<file path="config.mk">
export PLATFORM = sky130hd
export DESIGN_NAME = button_press_classifier_counter_flat
export DESIGN_NICKNAME = d
export VERILOG_FILES = /design/src/rtl/bpc_pkg.sv /design/src/rtl/bpc_in_if.sv /design/src/rtl/bpc_out_if.sv /design/src/rtl/bpc_bcd_counter.sv /design/src/rtl/button_press_classifier_counter.sv /design/src/flat_wrapper.sv
export SDC_FILE = /design/constraint.sdc
export NUM_CORES = 1
export LEC_CHECK = 0
export BUFFER_PORTS_ARGS = -buffer_cell sky130_fd_sc_hd__buf_2
export CAP_MARGIN = 20
export CORE_MARGIN = 4
export CORE_UTILIZATION = 41
export DETAILED_ROUTE_END_ITERATION = 6
export PLACE_DENSITY = 0.58
export SLEW_MARGIN = 20
export SYNTH_ARGS = -nofsm -noshare
export SYNTH_HDL_FRONTEND = slang
export SYNTH_SLANG_ARGS = --single-unit
</file>
<file path="constraint.sdc">
create_clock -name clk -period 4.9 [get_ports clk]
set_input_delay 0.735 -clock clk [delete_from_list [all_inputs] [get_ports clk]]
set_output_delay 0.735 -clock clk [all_outputs]
set_load 0.005 [all_outputs]
</file>
<file path="src/rtl/bpc_pkg.sv">
// ----------------------------------------------------------------------------
// bpc_pkg
// Shared constants and types for the button press classifier and counter.
// ----------------------------------------------------------------------------
package bpc_pkg;

  localparam int DIGITS      = 9;
  localparam int COUNT_W     = DIGITS * 4;
  localparam int DEBOUNCE_W  = 8;
  localparam int LONG_W      = 16;
  localparam int TIMER_W     = 16;
  localparam int CFG_IDX_W   = 1;
  localparam int CFG_DATA_W  = 16;

  localparam logic [DEBOUNCE_W-1:0] DEBOUNCE_RST = DEBOUNCE_W'(20);
  localparam logic [LONG_W-1:0]     LONG_RST     = LONG_W'(2000);
  localparam logic [TIMER_W-1:0]    TIMER_MAX    = '1;

  // Configuration register indexes.
  localparam logic [CFG_IDX_W-1:0] CFG_DEBOUNCE = 1'b0;
  localparam logic [CFG_IDX_W-1:0] CFG_LONG     = 1'b1;

  typedef logic [COUNT_W-1:0] count_t;

  typedef enum logic [1:0] {
    EV_NONE  = 2'd0,
    EV_SHORT = 2'd1,
    EV_LONG  = 2'd2
  } press_event_t;

  typedef enum logic [3:0] {
    PH_IDLE     = 4'b0001,
    PH_DEBOUNCE = 4'b0010,
    PH_HOLD     = 4'b0100,
    PH_WAIT     = 4'b1000
  } phase_t;

  // Commands from the classifier to the BCD counter.
  typedef struct packed {
    logic inc;
    logic clr;
  } cnt_cmd_t;

endpackage

</file>
<file path="src/rtl/bpc_in_if.sv">
// ----------------------------------------------------------------------------
// bpc_in_if
// Valid/ready channel that carries one button sample per transaction.
// ----------------------------------------------------------------------------
interface bpc_in_if;
  logic valid;
  logic ready;
  logic button_pressed;

  modport source (output valid, output button_pressed, input ready);
  modport sink   (input valid, input button_pressed, output ready);
endinterface

</file>
<file path="src/rtl/bpc_out_if.sv">
// ----------------------------------------------------------------------------
// bpc_out_if
// Valid/ready channel that carries the press event and the BCD count.
// ----------------------------------------------------------------------------
interface bpc_out_if;
  import bpc_pkg::*;
  logic         valid;
  logic         ready;
  press_event_t press_event;
  count_t       count_bcd;

  modport source (output valid, output press_event, output count_bcd, input ready);
  modport sink   (input valid, input press_event, input count_bcd, output ready);
endinterface

</file>
<file path="src/rtl/bpc_bcd_counter.sv">
// ----------------------------------------------------------------------------
// bpc_bcd_counter
// Packed BCD counter with increment (wrapping from all nines) and clear.
// ----------------------------------------------------------------------------
module bpc_bcd_counter (
  input  logic              clk,
  input  logic              rst_n,
  input  bpc_pkg::cnt_cmd_t cmd,
  output bpc_pkg::count_t   count_nxt
);
  import bpc_pkg::*;

  count_t            count_r;
  logic [DIGITS:0]   carry;

  // A digit steps when the increment reaches it through all lower nines.
  always_comb begin
    carry[0] = cmd.inc;
    count_nxt = count_r;
    for (int i = 0; i < DIGITS; i++) begin
      carry[i+1] = carry[i] && (count_r[i*4 +: 4] >= 4'd9);
      if (carry[i]) begin
        count_nxt[i*4 +: 4] = (count_r[i*4 +: 4] >= 4'd9) ? 4'd0 : count_r[i*4 +: 4] + 4'd1;
      end
    end
    if (cmd.clr) begin
      count_nxt = '0;
    end
  end

  always_ff @(posedge clk) begin
    if (!rst_n) begin
      count_r <= '0;
    end else begin
      count_r <= count_nxt;
    end
  end

endmodule

</file>
<file path="src/rtl/button_press_classifier_counter.sv">
// ----------------------------------------------------------------------------
// button_press_classifier_counter
// Debounced short/long press classifier driving a packed BCD press counter.
// ----------------------------------------------------------------------------
// The result of an accepted sample is written into the output register.
// Throughput: one sample per cycle while the output is not stalled; the phase, timer and counter update in one pass.
// A new sample is taken while the held result is being consumed in the same cycle.
// Reset (synchronous, active low): phase idle, timer and counter zero, registers
// at their defaults (debounce 20, long press 2000), output empty.
module button_press_classifier_counter (
  input  logic                                clk,
  input  logic                                rst_n,
  bpc_in_if.sink                              in_chan,
  bpc_out_if.source                           out_chan,
  input  logic                                cfg_we,
  input  logic [bpc_pkg::CFG_IDX_W-1:0]       cfg_idx,
  input  logic [bpc_pkg::CFG_DATA_W-1:0]      cfg_wdata
);
  import bpc_pkg::*;

  logic [DEBOUNCE_W-1:0] debounce_r;
  logic [LONG_W-1:0]     long_r;
  phase_t                phase_r, phase_nxt;
  logic [TIMER_W-1:0]    timer_r, timer_nxt, timer_inc;
  press_event_t          event_nxt;
  logic                  out_valid_r;
  press_event_t          event_r;
  count_t                count_r;
  count_t                count_nxt;
  cnt_cmd_t              cmd;
  logic                  accept;

  assign in_chan.ready = !out_valid_r || out_chan.ready;
  assign accept        = in_chan.valid && in_chan.ready;

  assign out_chan.valid       = out_valid_r;
  assign out_chan.press_event = event_r;
  assign out_chan.count_bcd   = count_r;

  always_ff @(posedge clk) begin
    if (!rst_n) begin
      debounce_r <= DEBOUNCE_RST;
      long_r     <= LONG_RST;
    end else if (cfg_we) begin
      case (cfg_idx)
        CFG_DEBOUNCE: debounce_r <= cfg_wdata[DEBOUNCE_W-1:0];
        CFG_LONG:     long_r     <= cfg_wdata[LONG_W-1:0];
        default: ;
      endcase
    end
  end

  assign timer_inc = (timer_r == TIMER_MAX) ? timer_r : timer_r + TIMER_W'(1);

  always_comb begin
    phase_nxt = phase_r;
    timer_nxt = timer_r;
    event_nxt = EV_NONE;
    cmd       = '0;
    case (phase_r)
      PH_IDLE: begin
        if (in_chan.button_pressed) begin
          timer_nxt = '0;
          phase_nxt = (debounce_r == '0) ? PH_HOLD : PH_DEBOUNCE;
        end
      end
      PH_DEBOUNCE: begin
        // The button level is not looked at while debouncing.
        timer_nxt = timer_inc;
        if (timer_inc >= TIMER_W'(debounce_r)) begin
          timer_nxt = '0;
          phase_nxt = PH_HOLD;
        end
      end
      PH_HOLD: begin
        if (!in_chan.button_pressed) begin
          cmd.inc   = 1'b1;
          event_nxt = EV_SHORT;
          timer_nxt = '0;
          phase_nxt = PH_IDLE;
        end else begin
          timer_nxt = timer_inc;
          if (timer_inc >= TIMER_W'(long_r)) begin
            cmd.clr   = 1'b1;
            event_nxt = EV_LONG;
            timer_nxt = '0;
            phase_nxt = PH_WAIT;
          end
        end
      end
      PH_WAIT: begin
        if (!in_chan.button_pressed) begin
          timer_nxt = '0;
          phase_nxt = PH_IDLE;
        end
      end
      default: begin
        timer_nxt = '0;
        phase_nxt = PH_IDLE;
      end
    endcase
    if (!accept) begin
      phase_nxt = phase_r;
      timer_nxt = timer_r;
      cmd       = '0;
    end
  end

  bpc_bcd_counter u_counter (
    .clk       (clk),
    .rst_n     (rst_n),
    .cmd       (cmd),
    .count_nxt (count_nxt)
  );

  always_ff @(posedge clk) begin
    if (!rst_n) begin
      phase_r     <= PH_IDLE;
      timer_r     <= '0;
      out_valid_r <= 1'b0;
    end else begin
      phase_r <= phase_nxt;
      timer_r <= timer_nxt;
      if (accept) begin
        out_valid_r <= 1'b1;
      end else if (out_chan.ready) begin
        out_valid_r <= 1'b0;
      end
    end
  end

  always_ff @(posedge clk) begin
    if (accept) begin
      event_r <= event_nxt;
      count_r <= count_nxt;
    end
  end

endmodule

</file>
<file path="src/flat_wrapper.sv">
// flat-port wrapper written by rule: the top's interface ports become plain ports
module button_press_classifier_counter_flat import bpc_pkg::*;
  (clk, rst_n, cfg_we, cfg_idx, cfg_wdata, in_chan_valid, in_chan_button_pressed, in_chan_ready, out_chan_valid, out_chan_press_event, out_chan_count_bcd, out_chan_ready);
  bpc_in_if in_chan_i ();
  bpc_out_if out_chan_i ();
  input  logic clk;
  input  logic rst_n;
  input  logic cfg_we;
  input  logic [bpc_pkg::CFG_IDX_W-1:0] cfg_idx;
  input  logic [bpc_pkg::CFG_DATA_W-1:0] cfg_wdata;
  input wire logic [$bits(in_chan_i.valid)-1:0] in_chan_valid;
  input wire logic [$bits(in_chan_i.button_pressed)-1:0] in_chan_button_pressed;
  output wire logic [$bits(in_chan_i.ready)-1:0] in_chan_ready;
  output wire logic [$bits(out_chan_i.valid)-1:0] out_chan_valid;
  output wire logic [$bits(out_chan_i.press_event)-1:0] out_chan_press_event;
  output wire logic [$bits(out_chan_i.count_bcd)-1:0] out_chan_count_bcd;
  input wire logic [$bits(out_chan_i.ready)-1:0] out_chan_ready;
  assign in_chan_i.valid = in_chan_valid;
  assign in_chan_i.button_pressed = in_chan_button_pressed;
  assign in_chan_ready = in_chan_i.ready;
  assign out_chan_valid = out_chan_i.valid;
  assign out_chan_press_event = out_chan_i.press_event;
  assign out_chan_count_bcd = out_chan_i.count_bcd;
  assign out_chan_i.ready = out_chan_ready;
  button_press_classifier_counter u_core (.clk(clk), .rst_n(rst_n), .in_chan(in_chan_i), .out_chan(out_chan_i), .cfg_we(cfg_we), .cfg_idx(cfg_idx), .cfg_wdata(cfg_wdata));
endmodule
</file>
==> results.yml, run 1 <==
detailed_routing:
  dr.first_iter.drc_count: 297
  wl_per_cell_um: 14.0
  drc_errors: 0
  wl_um: 14100
  vias_per_cell: 5.22
  vias: 5263
  first_pass_iters: 5
  ant_nets: 0
yosys:
  synthFlopType: "dfxtp_1"
  syn_area_per_cell_um2: 8.93
  synth_common_cells: "nor2_1 (97), nand2_1 (88), dfxtp_1 (81)"
  ys_seq_elements: 119
  yosysTopAreaCellShare_pct: 24.9
  synth_top_area_cell: "dfxtp_1"
  yosys.cell_types.count: 65
  ys_seq_area_share_pct: 42.5
  syn_nets: 802
  postSynthCellCount: 728
  synth_edf_count: 38
  syn_area_mm2: 0.00650
  post-synth-top-count-cell: "nor2_1"
  synthTopCellsByArea: "dfxtp_1 (25%), edfxtp_1 (18%), ha_1 (9.8%), nor2_1 (5.6%), nand2_1 (5.1%)"
  synth_warnings: 0
  synth-async-reset-ratio_pct: 0
floorplanning:
  core-area_mm2: 0.0154
  fp.dieW_um: 134
  fp.dieArea_mm2: 0.0179
  start_util_pct: 42.3
  die_y_um: 134
  num_io_pins: 63
  core.rowCount: 45
layout:
  final_util_pct: 49.2
  drive_gt1_share_pct: 16.8
  area_growth_syn_to_layout_pct: 16.3
  finalNetCount: 858
  multi_input_area_mm2: 0.00339
  antenna_cells: 0
  final-seq-area_mm2: 0.00276
  fillers: 1470
critical_path:
  r2r_slack_ps: 530
  start_kind: "register"
  crit_path_top_delay_cell: "or4_1"
  required_ps: 5220
  crit_type: "register to register"
  crit_arrival_ps: 4690
  critPathLaunch: "u_core.timer_r[0]"
  crit_fanout: 11
  rr_startpoint: "u_core.timer_r[0]"
  ff2ff_path_depth: 16
  crit_end: "u_core.timer_r[1]"
  crit_chain: "ha_1, nand4_1, or4_1, nand2_1, nor2_1, and3_1, xor2_1, ha_1, nand2_1, o21ai_0, nor4b_1, nand2_1, nor4_4, buf_4, o211ai_2, a21oi_1"
  critical_path.max_stage_delay_ps: 660
  crit_top_cell: "nand2_1"
  worst_r2r_endpoint: "u_core.timer_r[1]"
  cp-end-kind: "register"
timing:
  tns_ps: 0
  report.final.hold_viol_count: 0
  setup_violations: 0
  period_minus_slack_ps: 4370
  fmax_ghz: 0.229
  slew_viol_final: 0
  worstMarginPinSlew_ps: 1020
  slew_headroom_pct: 32.1
  fin_skew_ps: 10.7
  grt_setup_unrepaired: "false"
  post-route-period-util_pct: 89.1
placed_design:
  hpwl_um: 10500
  numPortBuffers: 62
  routabilityCongestion: 0.912
power:
  power_density_mw_per_mm2: 323
  vdd_drop_max_mv: 0.230
  p_leak_nw: 3.12
  power.total_mw: 2.44
clocking:
  cts_hold_buf: 0
  cts_sinks: 119
  cts_tree: "done"
  htreeDepth: 4
  post_cts_buffers: 0
  cts_made_buffers: 17
  clk_pin_slew_ps: 60
  clk_path_buf_depth: 2
  cts_resized: 0
  root_buffer: "clkbuf_16"
  clk_latency_ps: 410
outcome:
  status: "finished, final reports clean"
global_routing:
  antenna_found_initial: 0
  grt_max_degree: 42
  grt.overflow.total: 0
  grt_pass1_wl_um: 24000
  grt_pass1_vias: 5159
  grt.total_usage_pct: 16.4
job:
  drv_cap: 0
worst_hold_path:
  hold_path.class: "register to register"
[sequential cells by signal, summed over array words and instances (netlist names)]
register / count
u_core.timer_r: 16
u_core.debounce_r: 8
u_core.u_counter.count_r: 36
u_core.out_chan.valid: 1
u_core.out_chan.press_event: 2
u_core.out_chan.count_bcd: 36
u_core.phase_r: 4
u_core.long_r: 16
[stage by stage]
step / area, um2 / setup WS [ps] / hold WS, ps / instances
after global routing: 7560 / 139 / 487 / 1008
after global placement: 6960 / 688 / 448 / 976
after CTS: 7560 / 540 / 458 / 1008
after floorplan: 6500 / 1180 / 436 / 728
final: 7560 / 532 / 455 / 1008
after detailed placement: 6960 / 566 / 451 / 976
[routing by layer]
metal / GRT usage, % / vias up / share of wire [%]
li1: - / 2674 / -
met1: 19.7 / 2462 / 45
met2: 28.2 / 110 / 49
met3: 4.50 / 17 / 4.8
met4: 5.66 / 0 / 1.0
met5: 0 / - / 0
[cell usage in the layout (no fill, tap or decap), drive strengths merged, types with 9 or more instances in the layout]
cell    netlist  routed
nor2         97      97
nand2        88      88
dfxtp        81      81
buf          20      68
a21oi        54      54
inv          51      53
ha           51      51
edfxtp       38      38
o21ai        27      27
nand3        21      21
nor3         21      21
clkbuf       11      17
o211ai       16      16
nand4        13      13
nor2b        10      10
nand2b        9       9
[critical path: cells and delay by family, from the launching register on]
family          cells  cell delay (ps)
xor+xnor            1              310
fa+ha+maj           2              580
compound gates      3              320
simple gates        9             2380
flops               1              400
buf+inv             1              280
[area by class of cell]
type,count,area share [%]
inverters,51,2.53
flip-flops and latches,119,36.5
clock buffers,17,5.63
well taps,211,3.49
clock inverters,15,2.33
multi-input cells,527,44.8
repair buffers,68,4.70
[worst min path at each step]
stage | end | cells after the start | start
final | u_core.long_r[1] | 2 | u_core.long_r[1]
after CTS | u_core.long_r[1] | 2 | u_core.long_r[1]
after detailed placement | u_core.long_r[1] | 2 | u_core.long_r[1]
after global placement | u_core.long_r[3] | 2 | u_core.long_r[3]
after global routing | u_core.long_r[3] | 2 | u_core.long_r[3]
after floorplan | u_core.long_r[11] | 2 | u_core.long_r[11]
[logic make-up after synthesis]
group                      synth area share, %
muxes                                     1.31
AOI/OAI and AO/OA                         15.5
buffers and inverters                     5.46
adders and majority gates                 9.81
DFF                                       42.5
and+or+nand+nor                           23.7
xor gates and xnor gates                  1.75
[report_power, final]
part / internal [mW] / total [mW] / switching (mW)
registers: 1.04 / 1.06 / 0.0147
logic: 0.0461 / 0.121 / 0.0749
clock network: 0.799 / 1.26 / 0.461
total: 1.89 / 2.44 / 0.551
(Power assumes the default switching activity.)
==> run 2: changes to the inputs <==
- MAX_ROUTING_LAYER: default -> met4
==> results.yml, run 2 (same netlist as run 1, synthesis figures left out) <==
critical_path:
  required_ps: 5240
  ff2ff_path_depth: 16
  crit_arrival_ps: 4730
  crit_type: "register to register"
  rr_startpoint: "u_core.timer_r[0]"
  cp-end-kind: "register"
  crit_fanout: 11
  r2r_slack_ps: 510
  worst_r2r_endpoint: "u_core.timer_r[15]"
  start_kind: "register"
worst_hold_path:
  min_to: "u_core.long_r[2]"
  hold_path.class: "register to register"
  hp-start: "u_core.long_r[2]"
  min_path_cells: 2
floorplanning:
  core-area_mm2: 0.0154
  fp.dieW_um: 134
  fp.dieArea_mm2: 0.0179
  core.rowCount: 45
  start_util_pct: 42.3
  num_io_pins: 63
  die_y_um: 134
outcome:
  status: "finished, final reports clean"
clocking:
  cts_made_buffers: 17
  cts_tree: "done"
  root_buffer: "clkbuf_16"
  clk_pin_slew_ps: 50
  htreeDepth: 4
  post_cts_buffers: 0
  cts_resized: 0
  cts_sinks: 119
  cts_hold_buf: 0
  clk_latency_ps: 420
  clk_path_buf_depth: 2
detailed_routing:
  met1_length_um: 6490
  ant_nets: 0
  met2_length_um: 6870
  vias: 5260
  dr.first_iter.drc_count: 223
  wl_um: 14100
  vias_per_cell: 5.22
  wl_per_cell_um: 14.0
  first_pass_iters: 6
  drc_errors: 0
  highest_layer: "met4"
  routed-wl-met3_um: 621
timing:
  report.final.hold_viol_count: 0
  slew_viol_final: 0
  fin_skew_ps: 8.38
  worstMarginPinSlew_ps: 1020
  post-route-period-util_pct: 89.6
  grt_setup_unrepaired: "false"
  setup_violations: 0
  slew_headroom_pct: 31.6
  tns_ps: 0
  fmax_ghz: 0.228
  fin_ws_ps: 511
  period_minus_slack_ps: 4390
global_routing:
  grt_pass1_wl_um: 24200
  antenna_found_initial: 0
  grt_max_degree: 42
  grt_pass1_vias: 5150
  grt.total_usage_pct: 17.0
  grt.overflow.total: 0
placed_design:
  placed_cell_area_mm2: 0.00696
  numPortBuffers: 62
  dp_cells: 976
  routabilityCongestion: 0.927
  hpwl_um: 10500
  place_ws_ps: 506
layout:
  area_growth_syn_to_layout_pct: 15.5
  antenna_cells: 0
  drive_gt1_share_pct: 16.4
  multi_input_area_mm2: 0.00339
  final_util_pct: 48.9
  fin_cells: 1008
  final_cell_area_mm2: 0.00751
  final_common_cell: "nor2_1"
  finalNetCount: 858
  final-seq-area_mm2: 0.00276
  fillers: 1447
  most-common-layout-cells: "nor2_1 (97), nand2_1 (88), dfxtp_1 (81)"
power:
  power_density_mw_per_mm2: 310
  p_leak_nw: 3.09
  vdd_drop_max_mv: 0.247
job:
  drv_cap: 0
[run 2: cell types whose count changed in the layout (fill, tap and decap cells not counted), sizes merged]
| cell | delta |
|---|---|
| inv | -1 |
| clkinv | -2 |
| clkinvlp | +2 |
| bufinv | -2 |
| clkbuf | +3 |
[run 2: worst max path at each step]
| stage | from | to | slack (ps) | cells past startpoint |
|---|---|---|---|---|
| 2_1_floorplan | u_core.timer_r[0] | u_core.out_chan.count_bcd[31] | 1180 | 16 |
| 3_3_place_gp | u_core.timer_r[0] | u_core.timer_r[15] | 690 | 16 |
| 3_5_place_dp | u_core.timer_r[0] | u_core.timer_r[15] | 510 | 16 |
| 4_1_cts | u_core.timer_r[0] | u_core.timer_r[15] | 500 | 16 |
| 5_1_grt | u_core.timer_r[0] | u_core.timer_r[1] | 100 | 16 |
| 6_report | u_core.timer_r[0] | u_core.timer_r[15] | 510 | 16 |
[run 2: critical path, cell delays in order (launching register included)]
cell and delay [ps]:
dfxtp_1 390, ha_1 270, nand4_1 190, or4_1 660
nand2_1 180, nor2_1 70, and3_1 180, xor2_1 300
ha_1 300, nand2_1 80, o21ai_0 90, nor4b_1 280
nand2_1 150, nor4_4 630, buf_4 280, o211ai_2 90
a21oi_2 160
[run 2: cell type report]
| type | instances | share of cell area (%) |
|---|---|---|
| Sequential cell | 119 | 36.8 |
| Multi-Input combinational cell | 527 | 45.1 |
| Clock buffer | 20 | 5.95 |
| Timing Repair Buffer | 68 | 4.73 |
| Inverter | 51 | 2.55 |
| Tap cell | 211 | 3.52 |
| Clock inverter | 12 | 1.38 |
[run 2: per-stage QoR]
stage               total power [mW]  hold WS, ps
CTS                             2.35          459
finish                          2.33          455
floorplan                       1.15          436
global route                    2.42          486
detailed placement              1.20          452
global placement                1.20          448
[run 2: per-layer routing]
metal  track usage [%]  vias to the layer above
met5                 -                        -
met2              28.3                      119
met4              5.31                        0
met3              4.20                       13
li1                  -                     2664
met1              20.4                     2464
[run 2: power by group]
part	leakage, nW	internal [mW]	switching [mW]
combinational	1.79	0.0462	0.0746
clock	0.256	0.705	0.441
sequential	1.04	1.05	0.0146
total	3.09	1.80	0.530
==> run 3: changes to the inputs <==
- clock period: 4.9 -> 5.7 ns (I/O delays scaled with it)
==> results.yml, run 3 (same netlist as run 1, synthesis figures left out) <==
outcome:
  status: "finished, final reports clean"
clocking:
  cts_tree: "done"
  clk_pin_slew_ps: 50
  cts_sinks: 119
  cts_resized: 0
  root_buffer: "clkbuf_16"
  cts_made_buffers: 17
  htreeDepth: 4
  clk_latency_ps: 420
  clk_path_buf_depth: 2
  post_cts_buffers: 0
  cts_hold_buf: 0
global_routing:
  grt.total_usage_pct: 17.2
  grt.overflow.total: 0
  grt_pass1_wl_um: 24400
  grt_max_degree: 42
  grt_pass1_vias: 5146
  antenna_found_initial: 0
power:
  power.total_mw: 2.08
  p_leak_nw: 3.11
  p_sw_share_pct: 21.5
  vdd_drop_max_mv: 0.215
  power_density_mw_per_mm2: 276
  combPwrFrac_pct: 5.1
  p_int_mw: 1.63
  p_seq_share_pct: 43.8
  p_switching_uw: 448
  pwr-share-clk_pct: 51.1
floorplanning:
  die_y_um: 134
  core-area_mm2: 0.0154
  start_util_pct: 42.3
  fp.dieW_um: 134
  num_io_pins: 63
  fp.dieArea_mm2: 0.0179
  core.rowCount: 45
placed_design:
  numPortBuffers: 62
  routabilityCongestion: 0.892
  place_ws_ps: 1300
  dp_cells: 975
  hpwl_um: 10800
  placed_cell_area_mm2: 0.00695
critical_path:
  crit_type: "register to register"
  crit_arrival_ps: 4850
  required_ps: 6030
  start_kind: "register"
  crit_fanout: 9
  cp-end-kind: "register"
timing:
  timing.hold.ws_ps: 453
  post-route-period-util_pct: 79.3
  fin_skew_ps: 7.07
  report.final.hold_viol_count: 0
  fmax_ghz: 0.221
  tns_ps: 0
  worstMarginPinSlew_ps: 1050
  slew_viol_final: 0
  setup_violations: 0
  fin_ws_ps: 1180
  slew_headroom_pct: 30.0
  grt_setup_unrepaired: "false"
  period_minus_slack_ps: 4520
layout:
  finalNetCount: 857
  drive_gt1_share_pct: 16.1
  final_util_pct: 49.0
  final_common_cell: "nor2_1"
  area_growth_syn_to_layout_pct: 15.9
  final_cell_area_mm2: 0.00754
  fin_cells: 1007
  most-common-layout-cells: "nor2_1 (97), nand2_1 (88), dfxtp_1 (81)"
  antenna_cells: 0
detailed_routing:
  wl_per_cell_um: 14.6
  vias_per_cell: 5.29
  drc_errors: 0
  first_pass_iters: 5
  vias: 5325
  dr.first_iter.drc_count: 339
  wl_um: 14700
  ant_nets: 0
worst_hold_path:
  hold_path.class: "register to register"
job:
  drv_cap: 0
[run 3: routing by layer]
layer	GRT usage (%)	vias to the layer above	wire [um]
met4	6.51	0	227
met5	-	-	0
li1	-	2669	-
met1	20.0	2499	6620
met3	5.66	23	784
met2	27.8	134	7070
[run 3: path summary, 6_finish.rpt]
path / start / end / slack [ps] / depth (start not counted)
max: u_core.timer_r[0] / u_core.timer_r[2] / 1180 / 16
min: u_core.long_r[1] / u_core.long_r[1] / 450 / 2
max reg2reg: u_core.timer_r[0] / u_core.timer_r[2] / 1180 / 16
min reg2reg: u_core.long_r[1] / u_core.long_r[1] / 450 / 2
[run 3: cell type report]
cell class	instances	area, um2
well taps	211	264
fillers	1453	7840
flip-flops and latches	119	2760
clock inverters	10	130
inverters	51	191
repair buffers	67	348
clock buffers	22	454
multi-input cells	527	3390
[run 3: critical path, cell delays in order, from the launching register on]
cell	delay, ps
dfxtp_1	410
ha_1	270
nand4_1	180
or4_1	660
nand2_1	190
nor2_1	70
and3_1	180
xor2_1	330
ha_1	310
nand2_1	90
o21ai_0	90
nor4b_1	310
nand2_1	170
nor4_4	580
buf_4	290
o211ai_1	110
a21oi_1	180
[run 3: power by group through the flow]
stage	logic (mW)	registers [mW]	clock network [mW]
floorplan	0.0655	0.927	0
finish	0.105	0.912	1.06
detailed placement	0.106	0.929	0
global route	0.118	0.914	1.13
CTS	0.107	0.912	1.08
global placement	0.104	0.928	0
